==> src/rtl/core/assert_macros.svh <==
// Assertion macros shared by the list core; the including module supplies clk and arst_n.
`ifndef ASSERT_MACROS_SVH
`define ASSERT_MACROS_SVH

// Same-cycle implication, sampled on the rising clock edge, quiet while in reset
`define ASSERT_IMPL(label, ante, cons, msg) \
	label: assert property (@(posedge clk) disable iff (!arst_n) (ante) |-> (cons)) \
		else $error(msg);

// Next-cycle implication, sampled on the rising clock edge, quiet while in reset
`define ASSERT_NEXT(label, ante, cons, msg) \
	label: assert property (@(posedge clk) disable iff (!arst_n) (ante) |=> (cons)) \
		else $error(msg);

`endif

==> src/rtl/core/idll_pkg.sv <==
// Shared types, codes and the microcode table of the linked-list core.
package idll_pkg;

	localparam int NODE_DEPTH_DEF  = 1024;
	localparam int VALUE_WIDTH_DEF = 32;
	localparam int IW   = 11;
	localparam int KW   = 3;
	localparam int NCW  = 11;
	localparam int SW   = 2;
	localparam int PCW  = 4;

	typedef logic signed [IW-1:0] idx_t;
	typedef logic [SW-1:0] status_t;
	typedef logic [PCW-1:0] pc_t;

	localparam idx_t NONE_IDX = {IW{1'b1}};

	// request kinds
	localparam logic [KW-1:0] KIND_SET_ENDS  = KW'(0);
	localparam logic [KW-1:0] KIND_LOAD      = KW'(1);
	localparam logic [KW-1:0] KIND_DELETE    = KW'(2);
	localparam logic [KW-1:0] KIND_INS_AFTER = KW'(3);
	localparam logic [KW-1:0] KIND_INS_BEFOR = KW'(4);
	localparam logic [KW-1:0] KIND_READ      = KW'(5);

	// result status codes
	localparam status_t ST_OK    = SW'(0);
	localparam status_t ST_FULL  = SW'(1);
	localparam status_t ST_RANGE = SW'(2);

	typedef enum logic [1:0] {ADDR_IDX, ADDR_FREE, ADDR_PV, ADDR_NX} addr_sel_t;
	typedef enum logic [1:0] {WN_NONE, WN_LNEXT, WN_NX, WN_NEW} nsel_t;
	typedef enum logic [1:0] {WP_NONE, WP_LPREV, WP_PV, WP_NEW} psel_t;
	typedef enum logic [2:0] {CHK_NONE, CHK_ENDS, CHK_LOAD, CHK_NODE, CHK_INSERT} chk_t;
	typedef enum logic [2:0] {
		ACT_NONE, ACT_SET_ENDS, ACT_GRAB_DEL, ACT_GRAB_AFTER,
		ACT_GRAB_BEFORE, ACT_GRAB_READ, ACT_HEAD_LINK, ACT_TAIL_LINK
	} act_t;
	typedef enum logic [1:0] {NX_STEP, NX_JUMP, NX_DONE} seq_t;

	// one control word of the microprogram
	typedef struct packed {
		addr_sel_t addr;
		logic      wr_val;
		nsel_t     wr_next;
		psel_t     wr_prev;
		chk_t      chk;
		act_t      act;
		logic      bump;
		seq_t      seq;
		pc_t       target;
	} uword_t;

	// sequencer to datapath control group
	typedef struct packed {
		logic   start;
		logic   en;
		logic   finish;
		uword_t uw;
	} ctl_t;

	// store write enables
	typedef struct packed {
		logic val;
		logic nxt;
		logic prv;
	} we_t;

	// microprogram entry points and steps
	localparam pc_t PC_SET  = PCW'(0);
	localparam pc_t PC_LOAD = PCW'(1);
	localparam pc_t PC_DEL0 = PCW'(2);
	localparam pc_t PC_DEL1 = PCW'(3);
	localparam pc_t PC_DEL2 = PCW'(4);
	localparam pc_t PC_DEL3 = PCW'(5);
	localparam pc_t PC_INA0 = PCW'(6);
	localparam pc_t PC_INA1 = PCW'(7);
	localparam pc_t PC_INB0 = PCW'(8);
	localparam pc_t PC_INB1 = PCW'(9);
	localparam pc_t PC_INS0 = PCW'(10);
	localparam pc_t PC_INS1 = PCW'(11);
	localparam pc_t PC_INS2 = PCW'(12);
	localparam pc_t PC_RD0  = PCW'(13);
	localparam pc_t PC_RD1  = PCW'(14);
	localparam pc_t PC_NOP  = PCW'(15);

	function automatic uword_t ucode(input pc_t pc);
		uword_t uw;
		uw = '{addr: ADDR_IDX, wr_val: 1'b0, wr_next: WN_NONE, wr_prev: WP_NONE,
			chk: CHK_NONE, act: ACT_NONE, bump: 1'b0, seq: NX_STEP, target: PC_SET};
		case (pc)
			PC_SET: begin
				uw.chk = CHK_ENDS; uw.act = ACT_SET_ENDS; uw.seq = NX_DONE;
			end
			PC_LOAD: begin
				uw.chk = CHK_LOAD; uw.wr_val = 1'b1;
				uw.wr_next = WN_LNEXT; uw.wr_prev = WP_LPREV; uw.seq = NX_DONE;
			end
			PC_DEL0: uw.chk = CHK_NODE;
			PC_DEL1: uw.act = ACT_GRAB_DEL;
			PC_DEL2: begin
				uw.addr = ADDR_PV; uw.wr_next = WN_NX; uw.act = ACT_HEAD_LINK;
			end
			PC_DEL3: begin
				uw.addr = ADDR_NX; uw.wr_prev = WP_PV; uw.act = ACT_TAIL_LINK;
				uw.seq = NX_DONE;
			end
			PC_INA0: uw.chk = CHK_INSERT;
			PC_INA1: begin
				uw.act = ACT_GRAB_AFTER; uw.seq = NX_JUMP; uw.target = PC_INS0;
			end
			PC_INB0: uw.chk = CHK_INSERT;
			PC_INB1: uw.act = ACT_GRAB_BEFORE;
			PC_INS0: begin
				uw.addr = ADDR_FREE; uw.wr_val = 1'b1;
				uw.wr_next = WN_NX; uw.wr_prev = WP_PV;
			end
			PC_INS1: begin
				uw.addr = ADDR_PV; uw.wr_next = WN_NEW; uw.act = ACT_HEAD_LINK;
			end
			PC_INS2: begin
				uw.addr = ADDR_NX; uw.wr_prev = WP_NEW; uw.act = ACT_TAIL_LINK;
				uw.bump = 1'b1; uw.seq = NX_DONE;
			end
			PC_RD0: uw.chk = CHK_NODE;
			PC_RD1: begin
				uw.act = ACT_GRAB_READ; uw.seq = NX_DONE;
			end
			PC_NOP: uw.seq = NX_DONE;
			default: uw.seq = NX_DONE;
		endcase
		return uw;
	endfunction

	function automatic pc_t entry_pc(input logic [KW-1:0] kind);
		pc_t pc;
		case (kind)
			KIND_SET_ENDS:  pc = PC_SET;
			KIND_LOAD:      pc = PC_LOAD;
			KIND_DELETE:    pc = PC_DEL0;
			KIND_INS_AFTER: pc = PC_INA0;
			KIND_INS_BEFOR: pc = PC_INB0;
			KIND_READ:      pc = PC_RD0;
			default:        pc = PC_NOP;
		endcase
		return pc;
	endfunction

	function automatic logic is_node(input idx_t i, input int depth);
		return !i[IW-1] && (int'(i) < depth);
	endfunction

	function automatic logic is_link(input idx_t i, input int depth);
		return (i == NONE_IDX) || is_node(i, depth);
	endfunction

endpackage

==> src/rtl/core/idll_seq.sv <==
// Microprogram sequencer: step counter, control table look-up and exit jumps.
module idll_seq (
	input  logic                     clk,
	input  logic                     arst_n,
	input  logic                     start,
	input  logic [idll_pkg::KW-1:0]  kind,
	input  logic                     chk_fail,
	input  logic                     out_free,
	output idll_pkg::ctl_t           ctl,
	output logic                     busy
);
	import idll_pkg::*;

	pc_t    pc_q;
	logic   busy_q;
	uword_t uw;
	logic   finish;
	logic   en;

	// decode the current step; hold a finishing step until the result slot frees
	always_comb begin
		uw     = ucode(pc_q);
		finish = busy_q && ((uw.seq == NX_DONE) || chk_fail);
		en     = busy_q && (!finish || out_free);
		ctl    = '{start: start, en: en, finish: finish, uw: uw};
	end

	assign busy = busy_q;

	// advance, jump or drop out of the program
	always_ff @(posedge clk or negedge arst_n) begin
		if (!arst_n) begin
			busy_q <= 1'b0;
			pc_q   <= PC_NOP;
		end else if (start) begin
			busy_q <= 1'b1;
			pc_q   <= entry_pc(kind);
		end else if (en) begin
			if (finish) begin
				busy_q <= 1'b0;
			end else if (uw.seq == NX_JUMP) begin
				pc_q <= uw.target;
			end else begin
				pc_q <= pc_q + PCW'(1);
			end
		end
	end

endmodule

==> config.mk <==
export PLATFORM = sky130hd
export DESIGN_NAME = idll_seq
export DESIGN_NICKNAME = d
export VERILOG_FILES = /design/src/rtl/core/assert_macros.svh /design/src/rtl/core/idll_pkg.sv /design/src/rtl/core/idll_seq.sv
export SDC_FILE = /design/constraint.sdc
export NUM_CORES = 1
export LEC_CHECK = 0
export CORE_AREA = 2 2 46 48
export CTS_CLUSTER_DIAMETER = 60
export DETAILED_ROUTE_END_ITERATION = 10
export DIE_AREA = 0 0 48 50
export DONT_BUFFER_PORTS = 1
export REMOVE_ABC_BUFFERS = 1
export SETUP_SLACK_MARGIN = 0.2
export SLEW_MARGIN = 20
export SYNTH_ARGS = -nofsm -noshare
export SYNTH_HDL_FRONTEND = slang
export SYNTH_SLANG_ARGS = --single-unit
==> constraint.sdc <==
create_clock -name clk -period 6.2 [get_ports clk]
set_input_delay 0.93 -clock clk [delete_from_list [all_inputs] [get_ports clk]]
set_output_delay 0.93 -clock clk [all_outputs]
set_load 0.005 [all_outputs]
==> results_dict.tcl <==
set metrics [dict create \
    netlist_instances 96 \
    critPathKind "flop to output port" \
    vias 638 \
    cap_violations 0 \
    ir_worst_vdd_mv 0.132 \
    grt_max_degree 20 \
    grt_setup_unrepaired "no" \
    drt_iter0_drc 13 \
    grt-busiest-layer "met2" \
    layout_common_cells "nor2_1, nand2_1, inv_1, nand2b_1, a21oi_1" \
    numClockSinks 5 \
    first_global_vias 553 \
    fin_tns_setup_ps 0 \
    areaGrowthSynthToFinish_pct -2.61 \
    avgSynthCellArea_um2 7.48 \
    fin_nets 101 \
    num_rows 16 \
    use_met3 0.0330 \
    holdWs_ps 386 \
    endpoint_kind "output port" \
    hold_buffers 0 \
    avgViaCountPerCell 5.55 \
    fmax_ghz 0.321 \
    cts_tree "yes" \
    drive_gt1_frac 0.148 \
    finalSetupViolations 0 \
    cts_max_level 1 \
    dpl_cell_area_um2 673 \
    ys_seq_area_frac 0.181 \
    start_util 0.378 \
    start_kind "flop" \
    die_area_um2 2400 \
    synth_top_area_frac 0.146 \
    period_share 0.502 \
    powerDensity_nw_per_um2 261 \
    min_path_type "primary input to async pin" \
    grt_first_pass_wirelength_um 2420 \
    clk_pin_slew_ps 40 \
    numPortBuffers 0 \
    async_flop_share 1.00 \
    min_period_ps 3110 \
    final_common_cell "nor2_1" \
    grt_overflow 0 \
    finClkSkew_ps 0.449 \
    max_stage_delay_ps 570 \
    die_w_um 48 \
    yosys_warnings 0 \
    final_area_um2 699 \
    die_h_um 50 \
    dp_hpwl_um 1140 \
    status "finished, final reports clean" \
    r2r_start "pc_q[0]" \
    clockBufferDepth 2 \
    clk-insertion-delay-late_ps 240 \
    dp.cells 111 \
    grt_usage 0.135 \
    use_met1 0.178 \
    hold_violations 0 \
    ys_ff_latch 5 \
    rrSetupSlack_ps 3960 \
    num_antenna_cells 0 \
    routed_wl_um 1530 \
    power.total_uw 183 \
    cts_buffers 3 \
    place.gp.congestion 0.752 \
    synth_top_cell_by_area "dfstp_2" \
    route.detailed.drc 0 \
    slew_viol_final 0 \
    cp_max_fo 8 \
    synth_area_leaders "dfstp_2, ha_1, buf_4, nor2_1, nand2b_1" \
    synth_edf_count 0 \
    final_cells 115 \
    reg2reg_to "pc_q[3]" \
    synthDistinctLibCells 37 \
    crit_top_cell "nor2_1" \
    antenna_found_initial 0 \
    synthFlopType "dfstp_2" \
    cts-root-buf "clkbuf_4" \
    worstPathCellList "inv_1 > ha_1 > nand2b_1 > o311a_2 > a21oi_1 > nor2_1 > nor2_1" \
    reg2reg_depth 7 \
    ant_nets 0 \
    critPathArrivalTime_ps 2180 \
    syn_area_um2 718 \
    cts_resized 0 \
    io-pin-count 32 \
    firstDrtPassIters 4 \
    p_leak_nw 0.302 \
    cts_setup_buffers 0 \
    cp.required_ps 5270 \
    fp.coreArea_um2 1900 \
    cp_slowest_cell "dfstp_2" \
    avgRoutedWirePerCell_um 13.3 \
    grt.met2_usage 0.211 \
]
metal layers:
| metal | vias to the layer above | part of all wire |
|---|---|---|
| met5 | - | 0 |
| li1 | 317 | - |
| met3 | 0 | 0.074 |
| met2 | 23 | 0.48 |
| met4 | 0 | 0 |
| met1 | 298 | 0.45 |
area by class of cell:
cell class | instances | area (µm²)
multi-input cells | 73 | 487
clock buffers | 4 | 26.3
fillers | 214 | 1200
flip-flops and latches | 5 | 130
well taps | 27 | 33.8
inverters | 6 | 22.5
worst max path at each step:
| stage | from | cells after the start | to |
|---|---|---|---|
| 2_1_floorplan | pc_q[0] | 7 | ctl[21] |
| 3_5_place_dp | pc_q[0] | 7 | ctl[21] |
| 5_1_grt | pc_q[0] | 7 | ctl[21] |
| 6_report | pc_q[0] | 7 | ctl[21] |
| 3_3_place_gp | pc_q[0] | 7 | ctl[21] |
| 4_1_cts | pc_q[0] | 7 | ctl[21] |
flip-flops by register name, summed over array words and instances (netlist names):
| name | count |
|---|---|
| pc_q | 4 |
| busy | 1 |
metrics by stage:
stage	setup slack, ps	util
floorplan	3540	-
finish	3090	0.368
global placement	3380	0.354
CTS	3080	0.368
detailed placement	3350	0.354
global route	2940	0.368
logic make-up (layout without fill, tap and decap cells):
group           Yosys count  in the layout  share of synthesized area
compound gates           28             28                      0.310
xor+xnor                  1              1                     0.0122
fa+ha+maj                 5              5                     0.0836
buf+inv                  19             10                      0.146
flops                     5              5                      0.181
mux                       2              2                     0.0314
other cells               1              2                    0.00522
simple gates             35             35                      0.230
critical path, delay by kind of cell (launching register included):
family          cells  cell delay (ps)
fa+ha+maj           1              300
flops               1              570
compound gates      2              590
buf+inv             1              100
simple gates        3              380
report_power, final:
group | internal (mW) | switching, mW | total (mW) | leakage (nW)
combinational | 0.0376 | 0.0541 | 0.0917 | 0.235
clock | 0.0243 | 0.0128 | 0.0371 | 0.0150
sequential | 0.0415 | 0.0124 | 0.0539 | 0.0522
cell usage after synthesis, types with 2 or more instances:
library cell and instances:
nor2_1 11, nand2_1 8, buf_4 6, inv_1 6
nand2b_1 6, a21oi_1 5, a22o_1 4, dfstp_2 4
ha_1 4, o21ai_0 4, a21o_1 3, clkbuf_1 3
nand3_1 3, a32o_1 2, buf_2 2, mux2_2 2
nor2b_1 2, nor3_1 2
Note: power is estimated with default switching activity, not from simulation.
