`src/rtl/core/assert_macros.svh`:
```
// Assertion macros shared by the list core; the including module supplies clk and arst_n.
`ifndef ASSERT_MACROS_SVH
`define ASSERT_MACROS_SVH

// Same-cycle implication, sampled on the rising clock edge, quiet while in reset
`define ASSERT_IMPL(label, ante, cons, msg) \
	label: assert property (@(posedge clk) disable iff (!arst_n) (ante) |-> (cons)) \
		else $error(msg);

// Next-cycle implication, sampled on the rising clock edge, quiet while in reset
`define ASSERT_NEXT(label, ante, cons, msg) \
	label: assert property (@(posedge clk) disable iff (!arst_n) (ante) |=> (cons)) \
		else $error(msg);

`endif

```
`src/rtl/core/idll_pkg.sv`:
```
// Shared types, codes and the microcode table of the linked-list core.
package idll_pkg;

	localparam int NODE_DEPTH_DEF  = 1024;
	localparam int VALUE_WIDTH_DEF = 32;
	localparam int IW   = 11;
	localparam int KW   = 3;
	localparam int NCW  = 11;
	localparam int SW   = 2;
	localparam int PCW  = 4;

	typedef logic signed [IW-1:0] idx_t;
	typedef logic [SW-1:0] status_t;
	typedef logic [PCW-1:0] pc_t;

	localparam idx_t NONE_IDX = {IW{1'b1}};

	// request kinds
	localparam logic [KW-1:0] KIND_SET_ENDS  = KW'(0);
	localparam logic [KW-1:0] KIND_LOAD      = KW'(1);
	localparam logic [KW-1:0] KIND_DELETE    = KW'(2);
	localparam logic [KW-1:0] KIND_INS_AFTER = KW'(3);
	localparam logic [KW-1:0] KIND_INS_BEFOR = KW'(4);
	localparam logic [KW-1:0] KIND_READ      = KW'(5);

	// result status codes
	localparam status_t ST_OK    = SW'(0);
	localparam status_t ST_FULL  = SW'(1);
	localparam status_t ST_RANGE = SW'(2);

	typedef enum logic [1:0] {ADDR_IDX, ADDR_FREE, ADDR_PV, ADDR_NX} addr_sel_t;
	typedef enum logic [1:0] {WN_NONE, WN_LNEXT, WN_NX, WN_NEW} nsel_t;
	typedef enum logic [1:0] {WP_NONE, WP_LPREV, WP_PV, WP_NEW} psel_t;
	typedef enum logic [2:0] {CHK_NONE, CHK_ENDS, CHK_LOAD, CHK_NODE, CHK_INSERT} chk_t;
	typedef enum logic [2:0] {
		ACT_NONE, ACT_SET_ENDS, ACT_GRAB_DEL, ACT_GRAB_AFTER,
		ACT_GRAB_BEFORE, ACT_GRAB_READ, ACT_HEAD_LINK, ACT_TAIL_LINK
	} act_t;
	typedef enum logic [1:0] {NX_STEP, NX_JUMP, NX_DONE} seq_t;

	// one control word of the microprogram
	typedef struct packed {
		addr_sel_t addr;
		logic      wr_val;
		nsel_t     wr_next;
		psel_t     wr_prev;
		chk_t      chk;
		act_t      act;
		logic      bump;
		seq_t      seq;
		pc_t       target;
	} uword_t;

	// sequencer to datapath control group
	typedef struct packed {
		logic   start;
		logic   en;
		logic   finish;
		uword_t uw;
	} ctl_t;

	// store write enables
	typedef struct packed {
		logic val;
		logic nxt;
		logic prv;
	} we_t;

	// microprogram entry points and steps
	localparam pc_t PC_SET  = PCW'(0);
	localparam pc_t PC_LOAD = PCW'(1);
	localparam pc_t PC_DEL0 = PCW'(2);
	localparam pc_t PC_DEL1 = PCW'(3);
	localparam pc_t PC_DEL2 = PCW'(4);
	localparam pc_t PC_DEL3 = PCW'(5);
	localparam pc_t PC_INA0 = PCW'(6);
	localparam pc_t PC_INA1 = PCW'(7);
	localparam pc_t PC_INB0 = PCW'(8);
	localparam pc_t PC_INB1 = PCW'(9);
	localparam pc_t PC_INS0 = PCW'(10);
	localparam pc_t PC_INS1 = PCW'(11);
	localparam pc_t PC_INS2 = PCW'(12);
	localparam pc_t PC_RD0  = PCW'(13);
	localparam pc_t PC_RD1  = PCW'(14);
	localparam pc_t PC_NOP  = PCW'(15);

	function automatic uword_t ucode(input pc_t pc);
		uword_t uw;
		uw = '{addr: ADDR_IDX, wr_val: 1'b0, wr_next: WN_NONE, wr_prev: WP_NONE,
			chk: CHK_NONE, act: ACT_NONE, bump: 1'b0, seq: NX_STEP, target: PC_SET};
		case (pc)
			PC_SET: begin
				uw.chk = CHK_ENDS; uw.act = ACT_SET_ENDS; uw.seq = NX_DONE;
			end
			PC_LOAD: begin
				uw.chk = CHK_LOAD; uw.wr_val = 1'b1;
				uw.wr_next = WN_LNEXT; uw.wr_prev = WP_LPREV; uw.seq = NX_DONE;
			end
			PC_DEL0: uw.chk = CHK_NODE;
			PC_DEL1: uw.act = ACT_GRAB_DEL;
			PC_DEL2: begin
				uw.addr = ADDR_PV; uw.wr_next = WN_NX; uw.act = ACT_HEAD_LINK;
			end
			PC_DEL3: begin
				uw.addr = ADDR_NX; uw.wr_prev = WP_PV; uw.act = ACT_TAIL_LINK;
				uw.seq = NX_DONE;
			end
			PC_INA0: uw.chk = CHK_INSERT;
			PC_INA1: begin
				uw.act = ACT_GRAB_AFTER; uw.seq = NX_JUMP; uw.target = PC_INS0;
			end
			PC_INB0: uw.chk = CHK_INSERT;
			PC_INB1: uw.act = ACT_GRAB_BEFORE;
			PC_INS0: begin
				uw.addr = ADDR_FREE; uw.wr_val = 1'b1;
				uw.wr_next = WN_NX; uw.wr_prev = WP_PV;
			end
			PC_INS1: begin
				uw.addr = ADDR_PV; uw.wr_next = WN_NEW; uw.act = ACT_HEAD_LINK;
			end
			PC_INS2: begin
				uw.addr = ADDR_NX; uw.wr_prev = WP_NEW; uw.act = ACT_TAIL_LINK;
				uw.bump = 1'b1; uw.seq = NX_DONE;
			end
			PC_RD0: uw.chk = CHK_NODE;
			PC_RD1: begin
				uw.act = ACT_GRAB_READ; uw.seq = NX_DONE;
			end
			PC_NOP: uw.seq = NX_DONE;
			default: uw.seq = NX_DONE;
		endcase
		return uw;
	endfunction

	function automatic pc_t entry_pc(input logic [KW-1:0] kind);
		pc_t pc;
		case (kind)
			KIND_SET_ENDS:  pc = PC_SET;
			KIND_LOAD:      pc = PC_LOAD;
			KIND_DELETE:    pc = PC_DEL0;
			KIND_INS_AFTER: pc = PC_INA0;
			KIND_INS_BEFOR: pc = PC_INB0;
			KIND_READ:      pc = PC_RD0;
			default:        pc = PC_NOP;
		endcase
		return pc;
	endfunction

	function automatic logic is_node(input idx_t i, input int depth);
		return !i[IW-1] && (int'(i) < depth);
	endfunction

	function automatic logic is_link(input idx_t i, input int depth);
		return (i == NONE_IDX) || is_node(i, depth);
	endfunction

endpackage

```
`src/rtl/core/idll_dp.sv`:
```
// Datapath: request registers, list ends, free counter, checks, link muxes and results.
module idll_dp #(
	parameter int NODE_DEPTH  = idll_pkg::NODE_DEPTH_DEF,
	parameter int VALUE_WIDTH = idll_pkg::VALUE_WIDTH_DEF,
	localparam int AW = $clog2(NODE_DEPTH)
) (
	input  logic                          clk,
	input  logic                          arst_n,
	input  idll_pkg::ctl_t                ctl,
	input  idll_pkg::idx_t                node_index,
	input  logic signed [VALUE_WIDTH-1:0] node_value,
	input  idll_pkg::idx_t                link_next,
	input  idll_pkg::idx_t                link_prev,
	input  logic [idll_pkg::NCW-1:0]      node_count,
	input  logic [VALUE_WIDTH-1:0]        rval,
	input  idll_pkg::idx_t                rnext,
	input  idll_pkg::idx_t                rprev,
	output logic [AW-1:0]                 addr,
	output idll_pkg::we_t                 we,
	output logic [VALUE_WIDTH-1:0]        wval,
	output idll_pkg::idx_t                wnext,
	output idll_pkg::idx_t                wprev,
	output logic                          chk_fail,
	output logic signed [VALUE_WIDTH-1:0] out_value,
	output idll_pkg::idx_t                out_index,
	output idll_pkg::idx_t                out_next,
	output idll_pkg::idx_t                out_prev,
	output idll_pkg::idx_t                head_index,
	output idll_pkg::idx_t                tail_index,
	output idll_pkg::status_t             status
);
	import idll_pkg::*;

	localparam int CW = $clog2(NODE_DEPTH + 1);

	uword_t uw;
	logic   ok;

	idx_t             idx_q, lnext_q, lprev_q;
	logic [NCW-1:0]   cnt_q;
	logic [VALUE_WIDTH-1:0] val_q;
	idx_t             head_q, tail_q;
	logic [CW-1:0]    free_q;
	idx_t             nx_q, pv_q;

	logic [VALUE_WIDTH-1:0] res_val_q, res_val_d;
	idx_t             res_idx_q, res_idx_d, res_next_q, res_next_d, res_prev_q, res_prev_d;
	status_t          status_q, status_d, fail_code;
	idx_t             head_d, tail_d;
	idx_t             free_idx;

	assign uw       = ctl.uw;
	assign free_idx = idx_t'(IW'(free_q));

	// range and capacity checks of the current step
	always_comb begin
		chk_fail  = 1'b0;
		fail_code = ST_RANGE;
		case (uw.chk)
			CHK_ENDS: chk_fail = !is_link(lnext_q, NODE_DEPTH) ||
				!is_link(lprev_q, NODE_DEPTH) || (int'(cnt_q) > NODE_DEPTH);
			CHK_LOAD: chk_fail = !is_node(idx_q, NODE_DEPTH) ||
				!is_link(lnext_q, NODE_DEPTH) || !is_link(lprev_q, NODE_DEPTH);
			CHK_NODE: chk_fail = !is_node(idx_q, NODE_DEPTH);
			CHK_INSERT: begin
				if (!is_link(idx_q, NODE_DEPTH)) begin
					chk_fail = 1'b1;
				end else if (int'(free_q) >= NODE_DEPTH) begin
					chk_fail  = 1'b1;
					fail_code = ST_FULL;
				end
			end
			default: chk_fail = 1'b0;
		endcase
	end

	assign ok = ctl.en && !chk_fail;

	// select store address and write data
	always_comb begin
		case (uw.addr)
			ADDR_IDX:  addr = AW'(idx_q);
			ADDR_FREE: addr = AW'(free_q);
			ADDR_PV:   addr = AW'(pv_q);
			ADDR_NX:   addr = AW'(nx_q);
			default:   addr = AW'(idx_q);
		endcase
		case (uw.wr_next)
			WN_LNEXT: wnext = lnext_q;
			WN_NX:    wnext = nx_q;
			WN_NEW:   wnext = free_idx;
			default:  wnext = NONE_IDX;
		endcase
		case (uw.wr_prev)
			WP_LPREV: wprev = lprev_q;
			WP_PV:    wprev = pv_q;
			WP_NEW:   wprev = free_idx;
			default:  wprev = NONE_IDX;
		endcase
		wval   = val_q;
		we.val = ok && uw.wr_val;
		we.nxt = ok && (uw.wr_next != WN_NONE) &&
			((uw.act != ACT_HEAD_LINK) || is_node(pv_q, NODE_DEPTH));
		we.prv = ok && (uw.wr_prev != WP_NONE) &&
			((uw.act != ACT_TAIL_LINK) || is_node(nx_q, NODE_DEPTH));
	end

	// next list ends and result fields
	always_comb begin
		head_d     = head_q;
		tail_d     = tail_q;
		res_val_d  = res_val_q;
		res_idx_d  = res_idx_q;
		res_next_d = res_next_q;
		res_prev_d = res_prev_q;
		status_d   = status_q;
		if (ctl.en && chk_fail) status_d = fail_code;
		if (ok) begin
			case (uw.act)
				ACT_SET_ENDS: begin
					head_d = lnext_q;
					tail_d = lprev_q;
				end
				ACT_HEAD_LINK: if (!is_node(pv_q, NODE_DEPTH)) head_d = wnext;
				ACT_TAIL_LINK: if (!is_node(nx_q, NODE_DEPTH)) tail_d = wprev;
				ACT_GRAB_DEL:  res_val_d = rval;
				ACT_GRAB_READ: begin
					res_val_d  = rval;
					res_next_d = rnext;
					res_prev_d = rprev;
				end
				default: res_val_d = res_val_q;
			endcase
			if (uw.bump) res_idx_d = free_idx;
		end
	end

	// hold list ends and the free counter
	always_ff @(posedge clk or negedge arst_n) begin
		if (!arst_n) begin
			head_q <= NONE_IDX;
			tail_q <= NONE_IDX;
			free_q <= '0;
		end else if (ok) begin
			head_q <= head_d;
			tail_q <= tail_d;
			if (uw.act == ACT_SET_ENDS) free_q <= CW'(cnt_q);
			else if (uw.bump) free_q <= free_q + CW'(1);
		end
	end

	// latch the request, work links and partial results
	always_ff @(posedge clk) begin
		if (ctl.start) begin
			idx_q      <= node_index;
			val_q      <= node_value;
			lnext_q    <= link_next;
			lprev_q    <= link_prev;
			cnt_q      <= node_count;
			res_val_q  <= '0;
			res_idx_q  <= NONE_IDX;
			res_next_q <= NONE_IDX;
			res_prev_q <= NONE_IDX;
			status_q   <= ST_OK;
		end else if (ctl.en) begin
			res_val_q  <= res_val_d;
			res_idx_q  <= res_idx_d;
			res_next_q <= res_next_d;
			res_prev_q <= res_prev_d;
			status_q   <= status_d;
			if (ok) begin
				case (uw.act)
					ACT_GRAB_DEL: begin
						nx_q <= rnext;
						pv_q <= rprev;
					end
					ACT_GRAB_AFTER: begin
						pv_q <= idx_q;
						nx_q <= (idx_q == NONE_IDX) ? head_q : rnext;
					end
					ACT_GRAB_BEFORE: begin
						nx_q <= idx_q;
						pv_q <= (idx_q == NONE_IDX) ? tail_q : rprev;
					end
					default: nx_q <= nx_q;
				endcase
			end
		end
	end

	// load the result register on the finishing step
	always_ff @(posedge clk) begin
		if (ctl.en && ctl.finish) begin
			out_value  <= res_val_d;
			out_index  <= res_idx_d;
			out_next   <= res_next_d;
			out_prev   <= res_prev_d;
			head_index <= head_d;
			tail_index <= tail_d;
			status     <= status_d;
		end
	end

endmodule

```
`config.mk`:
```
export PLATFORM = sky130hd
export DESIGN_NAME = idll_dp
export DESIGN_NICKNAME = d
export VERILOG_FILES = /design/src/rtl/core/assert_macros.svh /design/src/rtl/core/idll_pkg.sv /design/src/rtl/core/idll_dp.sv
export SDC_FILE = /design/constraint.sdc
export NUM_CORES = 1
export LEC_CHECK = 0
export ABC_AREA = 1
export BUFFER_PORTS_ARGS = -buffer_cell sky130_fd_sc_hd__buf_2
export CAP_MARGIN = 20
export CELL_PAD_IN_SITES_DETAIL_PLACEMENT = 1
export CELL_PAD_IN_SITES_GLOBAL_PLACEMENT = 1
export CORE_AREA = 2 2 227 139
export CTS_BUF_LIST = sky130_fd_sc_hd__clkbuf_16
export DETAILED_ROUTE_END_ITERATION = 8
export DIE_AREA = 0 0 229 141
export PLACE_DENSITY_LB_ADDON = 0.1
export SYNTH_ARGS = -nofsm -noshare
export SYNTH_HDL_FRONTEND = slang
export SYNTH_SLANG_ARGS = --single-unit
```
`constraint.sdc`:
```
create_clock -name clk -period 4.4 [get_ports clk]
set_clock_uncertainty 0.2 [all_clocks]
set_input_delay 0.66 -clock clk [delete_from_list [all_inputs] [get_ports clk]]
set_output_delay 0.66 -clock clk [all_outputs]
set_load 0.02 [all_outputs]
```
==> out/qor.csv <==
stage;metric;value;unit
outcome;run status;complete, no violations;
synth;Async S/R FF share, synth;0.1150;
global_routing;largest net degree at the start of global routing;62;
routing;DRC viols;0;
critical_path;peak fanout along the critical path;31;
job;max-cap check violation count;0;
synth;Synth area leaders;edfxtp_1 (43%), nand2_1 (11%), dfxtp_1 (10%), dfstp_2 (4.4%), nand3_1 (3.4%);
timing;Final Hold Viols;0;
die;# IOs;312;
place;DP Cell Count;2077;
pwr;P_leak;0.007212;uW
place;Final Wtd Congestion;0.9309;
die;Die Ht;141;um
routing;Via Count;11940;
global_routing;initial antenna violation count;1;
synth;Ys Warns;0;
synth;top-count cell post-synth;nand2_1;
routing;drt wl/cell;21.91;um
global_routing;grt total ovfl;0;
timing;Worst-Margin Slew;997.8;ps
synth;sequential area share after synthesis;0.5944;
timing;slew margin rel.;0.3348;
cells_and_area;share of cells above drive strength 1;0.2351;
synth;Main synth FF type;edfxtp_1;
synth;synthesized area;13140;um^2
clocking;CTS H-tree depth;1;
clocking;Max Root-Sink Buffers;3;
synth;Yosys top cell area share;0.4273;
synth;Post-synth EDFFs;187;
timing;crit share post-route;0.8160;
critical_path;crit end category;output port;
die;starting density of the core;0.4304;
global_routing;GRT Util Overall;0.2842;
place;Post-DP HPWL;33330;um
routing;drt pass-1 iters;5;
min_path;HP Class;input port to async pin;
routing;routed wire length;46700;um
die;core box area;30530;um^2
die;FP Rows;50;
cells_and_area;synth-to-layout area growth;21.26;%
critical_path;CP Data Required Time;3540;ps
clocking;total CTS buffers;29;
synth;Yosys cell types;36;
pwr;maximum vdd drop;0.2494;mV
synth;Syn Nets;1580;
synth;Synth Instances;1423;
cells_and_area;Post-layout nets;1849;
die;die width;229;um
routing;Routed Antenna Nets;0;
clocking;clk sink count;287;
critical_path;Worst Setup Start Kind;flip-flop;
pwr;Pwr Density;460.6;nW/um^2
place;PortBufs;305;
timing;min Tclk post-route;3590;ps
clocking;Root Driver;clkbuf_16;
synth;syn_area_per_cell;9.234;um^2
die;die footprint;32290;um^2
critical_path;WS Path Type;flip-flop to output port;
clocking;CTS tree;built;
clocking;CTS clk-pin slew, worst paths;70;ps
synth;Yosys top cell by area;edfxtp_1;
clocking;setup bufs post-CTS;0;
synth;synth cell count leaders;nand2_1 (391), edfxtp_1 (187), inv_1 (115);
global_routing;first-pass GRT wire length;70500;um
timing;final-report setup violation count;0;
clocking;cts repair resizes;0;
cells_and_area;non-filler instance count after layout;2131;
clocking;Skew-Pair Late Insertion Delay;560;ps
timing;total negative slack;0;ps
cells_and_area;final core utilization;0.5219;
timing;Slew Viols, Final;0;
synth;#FFs+latches synth;287;
clocking;CTS Hold Bufs;0;
routing;post-DR vias/cell;5.605;
global_routing;vias in the first global route;11730;
routing;Starting DRT DRC Count;1141;
critical_path;WP data arrival;2730;ps
timing;RSZ-0062 raised after global routing;false;
timing;Peak Freq;278.5;MHz
cell usage in the layout (no fill, tap or decap), types with 5 or more instances in the layout:
master,instances
a21oi_1,54
mux2i_1,6
nor2_1,99
o211ai_1,22
nand2_1,390
dfrtp_1,11
o2111ai_1,10
a22oi_1,22
o21ai_1,21
buf_2,304
nand4_1,70
nand3_1,90
dfstp_2,22
buf_4,23
o21ai_0,88
edfxtp_1,187
o221ai_1,22
clkinv_1,6
xor2_1,5
dfxtp_1,67
clkbuf_16,30
inv_1,121
o22ai_1,12
critical path, stage by stage, from the launching register on:
cell and delay (ps):
edfxtp_1 410, nand2_1 70, nor2_1 110, nand3b_1 150
nand2_1 180, nand2_1 120, nand2_2 280, nand3_4 410
nor2_1 230, buf_2 190
per-layer routing:
| metal | part of all wire | track usage | vias to the layer above |
|---|---|---|---|
| met5 | 0 | 0 | - |
| met2 | 0.45 | 0.4330 | 459 |
| met3 | 0.085 | 0.06169 | 53 |
| li1 | - | - | 5464 |
| met1 | 0.45 | 0.4209 | 5968 |
| met4 | 0.015 | 0.04956 | 0 |
kinds of logic (layout without fill, tap and decap cells):
kind of cell	Yosys count	in the layout	share of synthesized area
adders and majority gates	2	2	0.001904
other	0	1	0
xor gates and xnor gates	5	5	0.003333
DFF	287	287	0.5944
and+or+nand+nor	660	660	0.2131
muxes	6	6	0.004571
buffers and inverters	211	502	0.06789
AOI/OAI and AO/OA	252	252	0.1148
report_power, final:
| group | switching [uW] | internal, uW | total, uW | leakage [uW] |
|---|---|---|---|---|
| clock | 1090 | 1460 | 2550 | 0.000492 |
| sequential | 229 | 3220 | 3450 | 0.00271 |
| combinational | 940 | 390 | 1330 | 0.00401 |
area by class of cell:
type | instances | area [um^2]
Clock buffer | 30 | 750.7
Fill cell | 3652 | 14600
Inverter | 120 | 452.9
Antenna cell | 1 | 2.502
Clock inverter | 23 | 209.0
Multi-Input combinational cell | 925 | 4454
Timing Repair Buffer | 329 | 1734
Sequential cell | 287 | 7810
Tap cell | 416 | 520.5
worst paths after layout:
check | from | endpoint | slack (ps) | depth (start not counted)
max in group asynchronous | arst_n | free_idx[4] | 3410 | 1
worst min register to register | res_prev_q[8] | res_prev_q[8] | 280 | 2
min in group clk | node_value[7] | wval[7] | 70 | 1
worst max register to register | cnt_q[1] | tail_index[8] | 1140 | 9
worst max-delay path | lnext_q[3] | we[0] | 810 | 9
worst min-delay path | arst_n | free_idx[3] | 20 | 1
metrics by stage:
| stage | cell area, um^2 | hold slack, ps | power [uW] | setup WS (ps) |
|---|---|---|---|---|
| after CTS | 15930 | 43.50 | 7366 | 775.9 |
| after floorplan | 13140 | 164.4 | 4209 | 447.4 |
| after detailed placement | 14970 | 270.4 | 4803 | 1083 |
| final | 15930 | 23.22 | 7339 | 809.8 |
| after global routing | 15930 | 51.00 | 7627 | 673.9 |
| after global placement | 14950 | 257.6 | 4743 | 1117 |
No activity file was read; power rests on OpenSTA's default activity.
